### src/detp_pkg.sv
package detp_pkg;

	// default sizes
	localparam int DEF_CAPACITY = 1024;
	localparam int DEF_ALPHABET = 26;

	// fixed field widths
	localparam int SYM_W   = 5;
	localparam int ROOM_W  = 11;
	localparam int TOTAL_W = 20;
	localparam int COUNT_W = 11;
	localparam int LEN_W   = 11;

	// push side codes
	localparam logic CMD_BACK  = 1'b0;
	localparam logic CMD_FRONT = 1'b1;

	// result status codes
	localparam logic STATUS_OK     = 1'b0;
	localparam logic STATUS_REJECT = 1'b1;

	// root node numbers
	localparam int ODD_ROOT  = 0;
	localparam int EVEN_ROOT = 1;

	// controller to datapath commands
	typedef struct packed {
		logic restart;
		logic clr_step;
		logic start;
		logic reject;
		logic node_use;
		logic walk_next;
		logic caddr_load;
		logic create;
		logic hit;
		logic link_even;
		logic phase1;
		logic link_found;
		logic depth_use;
		logic end_use;
		logic finish;
	} detp_cmd_t;

	// datapath to controller status
	typedef struct packed {
		logic rej;
		logic clr_last;
		logic match;
		logic child_zero;
		logic len_odd;
	} detp_stat_t;

endpackage

### src/detp_ctrl.sv
module detp_ctrl (
	input  logic                  clk,
	input  logic                  arst_n,
	input  logic                  push_valid,
	input  logic                  result_ready,
	input  logic                  cfg_fire,
	input  detp_pkg::detp_stat_t  stat,
	output detp_pkg::detp_cmd_t   cmd,
	output logic                  push_ready,
	output logic                  result_valid
);
	import detp_pkg::*;

	localparam logic [3:0] ST_CLR  = 4'd0;
	localparam logic [3:0] ST_IDLE = 4'd1;
	localparam logic [3:0] ST_NRD  = 4'd2;
	localparam logic [3:0] ST_NUSE = 4'd3;
	localparam logic [3:0] ST_SRD  = 4'd4;
	localparam logic [3:0] ST_SCMP = 4'd5;
	localparam logic [3:0] ST_CADR = 4'd6;
	localparam logic [3:0] ST_CRD  = 4'd7;
	localparam logic [3:0] ST_CCHK = 4'd8;
	localparam logic [3:0] ST_DRD  = 4'd9;
	localparam logic [3:0] ST_DUSE = 4'd10;
	localparam logic [3:0] ST_ERD  = 4'd11;
	localparam logic [3:0] ST_EUSE = 4'd12;
	localparam logic [3:0] ST_FIN  = 4'd13;
	localparam logic [3:0] ST_OUT  = 4'd14;

	logic [3:0] st_q;
	logic [3:0] nxt;
	logic       ph_q;

	assign push_ready   = (st_q == ST_IDLE);
	assign result_valid = (st_q == ST_OUT);

	// next state and commands
	always_comb begin
		cmd = '0;
		nxt = st_q;
		if (cfg_fire) begin
			cmd.restart = 1'b1;
			nxt = ST_CLR;
		end else begin
			unique case (st_q)
				ST_CLR: begin
					cmd.clr_step = 1'b1;
					if (stat.clr_last) nxt = ST_IDLE;
				end
				ST_IDLE: begin
					if (push_valid) begin
						if (stat.rej) begin
							cmd.reject = 1'b1;
							nxt = ST_OUT;
						end else begin
							cmd.start = 1'b1;
							nxt = ST_NRD;
						end
					end
				end
				ST_NRD: nxt = ST_NUSE;
				ST_NUSE: begin
					cmd.node_use = 1'b1;
					nxt = ST_SRD;
				end
				ST_SRD: nxt = ST_SCMP;
				ST_SCMP: begin
					if (stat.match) begin
						nxt = ST_CADR;
					end else begin
						cmd.walk_next = 1'b1;
						nxt = ST_NRD;
					end
				end
				ST_CADR: begin
					cmd.caddr_load = 1'b1;
					nxt = ST_CRD;
				end
				ST_CRD: nxt = ST_CCHK;
				ST_CCHK: begin
					if (ph_q) begin
						cmd.link_found = 1'b1;
						nxt = ST_DRD;
					end else if (!stat.child_zero) begin
						cmd.hit = 1'b1;
						nxt = ST_ERD;
					end else if (stat.len_odd) begin
						cmd.create = 1'b1;
						cmd.link_even = 1'b1;
						nxt = ST_DRD;
					end else begin
						cmd.create = 1'b1;
						cmd.phase1 = 1'b1;
						nxt = ST_NRD;
					end
				end
				ST_DRD: nxt = ST_DUSE;
				ST_DUSE: begin
					cmd.depth_use = 1'b1;
					nxt = ST_FIN;
				end
				ST_ERD: nxt = ST_EUSE;
				ST_EUSE: begin
					cmd.end_use = 1'b1;
					nxt = ST_FIN;
				end
				ST_FIN: begin
					cmd.finish = 1'b1;
					nxt = ST_OUT;
				end
				ST_OUT: begin
					if (result_ready) nxt = ST_IDLE;
				end
				default: nxt = ST_CLR;
			endcase
		end
	end

	// state and walk phase
	always_ff @(posedge clk or negedge arst_n) begin
		if (!arst_n) begin
			st_q <= ST_CLR;
			ph_q <= 1'b0;
		end else begin
			st_q <= nxt;
			if (cmd.start) ph_q <= 1'b0;
			else if (cmd.phase1) ph_q <= 1'b1;
		end
	end

endmodule

### config.mk
export PLATFORM = sky130hd
export DESIGN_NAME = detp_ctrl
export DESIGN_NICKNAME = d
export VERILOG_FILES = /design/src/detp_pkg.sv /design/src/detp_ctrl.sv
export SDC_FILE = /design/constraint.sdc
export NUM_CORES = 1
export LEC_CHECK = 0
export BUFFER_PORTS_ARGS = -buffer_cell sky130_fd_sc_hd__buf_2
export CAP_MARGIN = 5
export CORE_AREA = 3 3 40 42
export CTS_BUF_LIST = sky130_fd_sc_hd__clkbuf_8
export DETAILED_ROUTE_END_ITERATION = 6
export DIE_AREA = 0 0 43 45
export PLACE_DENSITY = 0.75
export RECOVER_POWER = 100
export REMOVE_ABC_BUFFERS = 1
export SLEW_MARGIN = 20
export SYNTH_ARGS = -nofsm -noshare
export SYNTH_HDL_FRONTEND = slang
export SYNTH_SLANG_ARGS = --single-unit
### constraint.sdc
create_clock -name clk -period 2 [get_ports clk]
set_clock_uncertainty 0.1 [all_clocks]
set_input_delay 0.1 -clock clk [delete_from_list [all_inputs] [get_ports clk]]
set_output_delay 0.1 -clock clk [all_outputs]
set_load 0.005 [all_outputs]
==> summary.txt, run 1 <==
Global route
  • Initial antenna violation count: 0
  • GR met2 Demand/Resource: 0.260
  • Largest net degree at the start of global routing: 14
  • Global-route wire length before repair: 2340 um
  • Met1 Track Usage GR: 0.214
  • GR met3 Demand/Resource: 0.0239
  • All-Layer GR Usage: 0.160
  • Gr ovfl total: 0
  • Gr busiest metal: met2
  • Number of global-route vias before repair: 526

Final layout
  • Layout overhead on the synthesized area: 24.6%
  • Share of cells above drive strength 1: 0.337
  • Diodes inserted: 0
  • FF/Latch Area: 125 um^2
  • Filler cells: 129
  • Nets: 103
  • Multi-input logic area: 368 um^2

Run
  • Number of max-cap violations: 0

Critical path
  • Register-to-Register Path Depth: 4
  • Critical path fanouts, max: 13
  • Flop2flop setup slack: 0.11 ns
  • Reg2reg end: st_q[3]$_DFFE_PN0P_
  • Worst EP arrival: 1.89 ns
  • Critical Path Source Type: flip-flop
  • Critical R2R Launch: st_q[1]$_DFFE_PN0P_
  • Type of the worst setup path: flip-flop to flip-flop
  • CP required: 2.00 ns
  • CP endpoint kind: flip-flop

STA
  • Fmax: 0.528 GHz
  • Final Hold Fails: 0
  • Pin slew with the least headroom to its limit: 0.518 ns
  • Fin Setup TNS: 0 ns
  • RSZ-0062 raised after global routing: false
  • Tcrit/Tclk final: 0.947
  • Worst rel slew slack: 0.646
  • Post-route minimum period: 1.89 ns
  • Setup violations, final: 0
  • Max-slew violation count: 0

Yosys
  • Post-synthesis mux area share: 0.0196
  • Mapped Avg Cell Area: 8.99 um^2
  • EDFF count, synth: 0
  • Largest family of logic cells by synthesized area: simple AND/OR/NAND/NOR gates
  • Synth async-reset ratio: 1.00
  • Synth area leader: dfrtp_1
  • Synth top area share: 0.217
  • Top_reg_cell synth: dfrtp_1
  • Synth Area in Compound Gates: 0.215
  • Ys Warns: 0
  • Most common cell in the netlist: nor2_1
  • Post-Synth Adder-Cell Area: 0
  • Top cells by count, synth: nor2_1 (7), dfrtp_1 (5)
  • Cell Area, Synth: 576 um^2
  • Synth Register Bits: 5
  • Cells after synthesis: 64
  • Synth area leaders: dfrtp_1 (22%), nor4_4 (7.4%), a2111oi_4 (4.8%), nor2_1 (4.6%), buf_4 (3.9%)
  • Yosys cell types: 38
  • Seq/Total Area, Yosys: 0.217
  • Simple-Gate Fraction of Synth Area: 0.430
  • XOR/XNOR Fraction of Synth Area: 0.0152

Route
  • Wire per inst: 13.3 um
  • Via count: 596
  • Drt total wl: 1420 um
  • Vias per std cell: 5.57
  • Drc violations: 0
  • Detailed Routing Iterations Pass 1: 4
  • DRT iter0 DRCs: 18
  • Antenna Violating Nets Remaining: 0

Worst hold path
  • Min-delay src: push_valid
  • Hold crit path type: primary input to flip-flop
  • Worst Hold End: st_q[0]$_DFFE_PN0P_
  • Hold path cells: 4

Floorplanning
  • Core ar.: 1280 um^2
  • Rows: 13
  • Die Ht: 45 um
  • I/O pin count: 27
  • Die W: 43 um
  • Initial Util: 0.448
  • Die area: 1940 um^2

Clock tree
  • Resized cells post-CTS: 0
  • CTS H-tree lvls: 1
  • Clk_lat worst skew: 0.22 ns
  • TritonCTS Buffers: 3
  • CTS tree: done
  • CTS Buffer Depth: 2
  • Root Buffer: clkbuf_8
  • Worst-path clk slew: 0.04 ns
  • TritonCTS Sinks: 5

Power
  • Pwr Total: 722 uW
  • Static Leak: 0.317 nW
  • VDD IR-drop max: 0.615 mV
  • Power Density: 1010 nW/um^2

Status
  • Status: complete, no violations

Placement
  • # port buffers: 26
  • Placed wire-length estimate: 1130 um
  • RePlAce Congestion: 0.891
## how the worst max path moves through the flow
| stage | end | slack, ns | start | cells after the start |
|---|---|---|---|---|
| final | st_q[3]$_DFFE_PN0P_ | 0.11 | st_q[1]$_DFFE_PN0P_ | 4 |
| after global routing | cmd[5] | 0.001 | st_q[0]$_DFFE_PN0P_ | 5 |
| after CTS | cmd[5] | 0.14 | st_q[0]$_DFFE_PN0P_ | 5 |
| after detailed placement | cmd[5] | 0.37 | st_q[0]$_DFFE_PN0P_ | 5 |
| after global placement | cmd[5] | 0.38 | st_q[0]$_DFFE_PN0P_ | 5 |
| after floorplan | st_q[1]$_DFFE_PN0P_ | 0.41 | st_q[0]$_DFFE_PN0P_ | 4 |
## cell type report
cell class                 count  share of cell area
clock buffer                   3              0.0576
clock inverter                 1             0.00524
inverter                       4              0.0279
multi-input combinational     50               0.513
sequential                     5               0.175
tap                           15              0.0262
timing repair buffer          29               0.195
## state kept, by name, indices dropped and copies added, names as in the netlist
register  flops
st_q          4
ph_q          1
## per-layer routing
| layer | vias to the layer above | part of all wire |
|---|---|---|
| met5 | - | 0 |
| met4 | 0 | 0 |
| met3 | 0 | 0.067 |
| met2 | 24 | 0.50 |
| met1 | 275 | 0.43 |
| li1 | 297 | - |
## layout by cell type (no fill, tap or decap), types with 2 or more instances in the layout
cell type	synthesis	final
nor4_1	3	3
nand3_1	2	3
nand2_1	3	3
clkbuf_1	0	10
nor4_4	2	2
nor3_1	2	2
and2_1	3	3
buf_2	1	16
a21oi_1	3	3
inv_1	1	3
nor2_1	7	7
a31o_1	2	2
clkbuf_8	0	3
dfrtp_1	5	5
nor3_2	2	2
## through the flow
stage	setup slack (ns)	hold slack, ns	std cells	utilization	area [um^2]
6_report	0.106	0.116	107	0.558	717
5_1_grt	0.00107	0.132	107	0.558	717
4_1_cts	0.137	0.114	107	0.588	756
3_5_place_dp	0.369	-0.182	102	0.545	701
3_3_place_gp	0.384	-0.184	102	0.545	701
2_1_floorplan	0.406	-0.296	59	-	537
## worst max-delay path, stage by stage, from the launching register on
cell       delay, ns
dfrtp_1         0.65
inv_1           0.18
a2111oi_0       0.51
nor3_2          0.14
a31o_1          0.20
## repair_timing
action	in CTS	in global routing
setup buffers	0	0
hold buffers	1	0
setup endpoints to repair	0	0
hold endpoints to repair	5	0
## cell families (layout without fill, tap and decap cells)
kind of cell | after synthesis | count (layout)
AOI/OAI and AO/OA | 14 | 14
buffers and inverters | 9 | 37
and+or+nand+nor | 34 | 34
DFF | 5 | 5
muxes | 1 | 1
xor gates and xnor gates | 1 | 1
## power breakdown
group	internal (mW)	switching, mW	total [mW]
logic	0.148	0.175	0.323
clock network	0.131	0.0454	0.177
registers	0.132	0.0903	0.222
(Power assumes the default switching activity.)
==> run 2: changes to the inputs <==
Settings changed: CTS_BUF_LIST sky130_fd_sc_hd__clkbuf_8 to sky130_fd_sc_hd__clkbuf_2 sky130_fd_sc_hd__clkbuf_4 sky130_fd_sc_hd__clkbuf_8.
==> summary.txt, run 2 (synthesis gave the netlist of run 1 again) <==
Floorplanning
  • Initial Util: 0.448 (unchanged)
  • Die W: 43 um (unchanged)
  • Rows: 13 (unchanged)
  • Die area: 1940 um^2 (unchanged)
  • I/O pin count: 27 (unchanged)
  • Core ar.: 1280 um^2 (unchanged)
  • Die Ht: 45 um (unchanged)

Critical path
  • Critical Path Source Type: flip-flop
  • CP endpoint kind: primary output
  • Crit path largest cell delay: 0.46 ns (-0.19 ns)
  • Flop2flop setup slack: 0.20 ns (+0.09 ns)
  • CP max-delay cell: dfrtp_2
  • Type of the worst setup path: flip-flop to primary output
  • Critical path's top delay family: simple AND/OR/NAND/NOR gates
  • WP buf/inv: 2 (+1)
  • CP cell instances: buf_4 > nor4_4 > and3b_1 > and2_1 > buf_2
  • Worst EP arrival: 1.63 ns (-0.26 ns)
  • Critical path fanouts, max: 6 (-7)
  • CP required: 1.80 ns (-0.20 ns)

Placement
  • Setup WS pre-CTS: 0.369 ns (unchanged)
  • RePlAce Congestion: 0.891 (unchanged)
  • # port buffers: 26 (unchanged)
  • Placed wire-length estimate: 1130 um (unchanged)

Route
  • Drc violations: 0 (unchanged)
  • Wire per inst: 13.4 um (+1.3%)
  • Vias per std cell: 5.66 (+1.7%)
  • DRT iter0 DRCs: 20 (+2)
  • Drt total wl: 1440 um (+1.3%)
  • Detailed Routing Iterations Pass 1: 4 (unchanged)
  • Via count: 606 (+1.7%)
  • Antenna Violating Nets Remaining: 0 (unchanged)

Clock tree
  • CTS H-tree lvls: 1 (unchanged)
  • Root Buffer: clkbuf_4
  • CTS Buffer Depth: 2 (unchanged)
  • Worst-path clk slew: 0.04 ns (about the same)
  • CTS tree: done
  • TritonCTS Buffers: 3 (unchanged)
  • Clk_lat worst skew: 0.24 ns (+0.02 ns)
  • TritonCTS Sinks: 5 (unchanged)

Final layout
  • Commonest non-fill, non-tap cell in the layout: buf_2
  • Largest Register: st_q
  • Share of cells above drive strength 1: 0.380 (+0.0435)
  • Nets: 103 (unchanged)
  • Most frequent cells in the layout: buf_2 (17), clkbuf_1 (10), nor2_1 (7), clkbuf_4 (4)
  • Diodes inserted: 0 (unchanged)
  • Biggest regs: st_q: 4 flops, ph_q: 1 flops
  • Filler cells: 129 (unchanged)
  • FF/Latch Area: 128 um^2 (+2.0%)
  • Layout overhead on the synthesized area: 22.4%
  • Max reg flops: 4 (unchanged)
  • Multi-input logic area: 368 um^2 (unchanged)
  • Final Util: 0.548 (-0.00974)

Global route
  • Global-route wire length before repair: 2380 um (+1.8%)
  • Number of global-route vias before repair: 527 (+0.19%)
  • Largest net degree at the start of global routing: 14 (unchanged)
  • GR met3 Demand/Resource: 0.0478 (+0.0239)
  • GR met2 Demand/Resource: 0.263 (+0.00299)
  • Gr ovfl total: 0 (unchanged)
  • All-Layer GR Usage: 0.168 (+0.00835)
  • Gr busiest metal: met2
  • Met1 Track Usage GR: 0.214 (unchanged)
  • Initial antenna violation count: 0 (unchanged)

Power
  • Sw Ratio: 0.452 (+0.0217)
  • Comb power frac: 0.475 (+0.028)
  • Psw: 307 uW (-1.2%)
  • Static Leak: 0.306 nW (-3.6%)
  • Internal Dissipation: 372 uW (-9.6%)
  • Power Density: 963 nW/um^2 (-4.3%)
  • VDD IR-drop max: 0.602 mV (-2.1%)
  • Share of power burned in registers: 0.335 (+0.027)
  • Clock power share: 0.190 (-0.055)

STA
  • Final Hold Fails: 0 (unchanged)
  • Worst rel slew slack: 0.652 (+0.00615)
  • Tcrit/Tclk final: 0.915 (-0.0323)
  • Fmax: 0.547 GHz (+3.5%)
  • Post-route minimum period: 1.83 ns (-0.0645 ns)
  • Setup violations, final: 0 (unchanged)
  • RSZ-0062 raised after global routing: false
  • Pin slew with the least headroom to its limit: 0.509 ns (-0.00899 ns)
  • Hold Slack: 0.0885 ns (-0.0278 ns)
  • Fin Setup TNS: 0 ns (unchanged)
  • PnR worst setup slack: 0.171 ns (+0.0645 ns)
  • Max-slew violation count: 0 (unchanged)

Worst hold path
  • Hold crit path type: primary input to flip-flop

Run
  • Number of max-cap violations: 0 (unchanged)

Status
  • Status: complete, no violations
==> run 2: cell type report <==
cell class                 count  share of cell area
tap                           15              0.0266
sequential                     5               0.181
multi-input combinational     50               0.522
clock buffer                   4              0.0426
inverter                       4              0.0284
timing repair buffer          29               0.199
==> run 2: worst register-to-register path, delay by kind of cell (launching register included) <==
| family | cells | cell delay [ns] |
|---|---|---|
| flip-flops | 1 | 0.66 |
| AO/OA/AOI/OAI | 2 | 0.64 |
| buffers and inverters | 1 | 0.16 |
| AND/OR/NAND/NOR | 1 | 0.13 |
==> run 2: stage by stage <==
step           total power [mW]  area [um^2]  cells
4_1_cts                   0.703          741    107
6_report                  0.679          704    107
3_5_place_dp              0.567          701    102
3_3_place_gp              0.563          701    102
2_1_floorplan             0.448          537     59
5_1_grt                   0.742          704    107
==> run 2: final timing paths <==
kind,startpoint,cells past startpoint,endpoint
setup reg to reg,st_q[2]$_DFFE_PN0P_,4,st_q[3]$_DFFE_PN0P_
hold reg to reg,ph_q$_DFFE_PN0P_,2,ph_q$_DFFE_PN0P_
max in group asynchronous,arst_n,2,st_q[0]$_DFFE_PN0P_
min in group asynchronous,arst_n,2,st_q[2]$_DFFE_PN0P_
hold / removal,push_valid,4,st_q[0]$_DFFE_PN0P_
setup / recovery,st_q[0]$_DFFE_PN0P_,5,cmd[5]
==> run 2: repair_timing <==
| item | in CTS | in global routing |
|---|---|---|
| resized for setup | 0 | 2 |
| buffers inserted | 0 | 0 |
| hold buffers | 1 | 0 |
| setup endpoints to repair | 0 | 2 |
| hold endpoints to repair | 5 | 0 |
==> run 2: power by group through the flow <==
stage / clock (mW) / combinational (mW) / sequential [mW]
after floorplan: 0 / 0.221 / 0.226
after global placement: 0 / 0.337 / 0.225
after detailed placement: 0 / 0.342 / 0.225
after CTS: 0.134 / 0.345 / 0.224
after global routing: 0.145 / 0.360 / 0.237
final: 0.129 / 0.322 / 0.227
==> run 2: per-layer routing <==
| layer | vias to the layer above | routed length (um) |
|---|---|---|
| met5 | - | 0 |
| met3 | 2 | 122 |
| met1 | 270 | 585 |
| met2 | 34 | 717 |
| li1 | 300 | - |
| met4 | 0 | 12 |
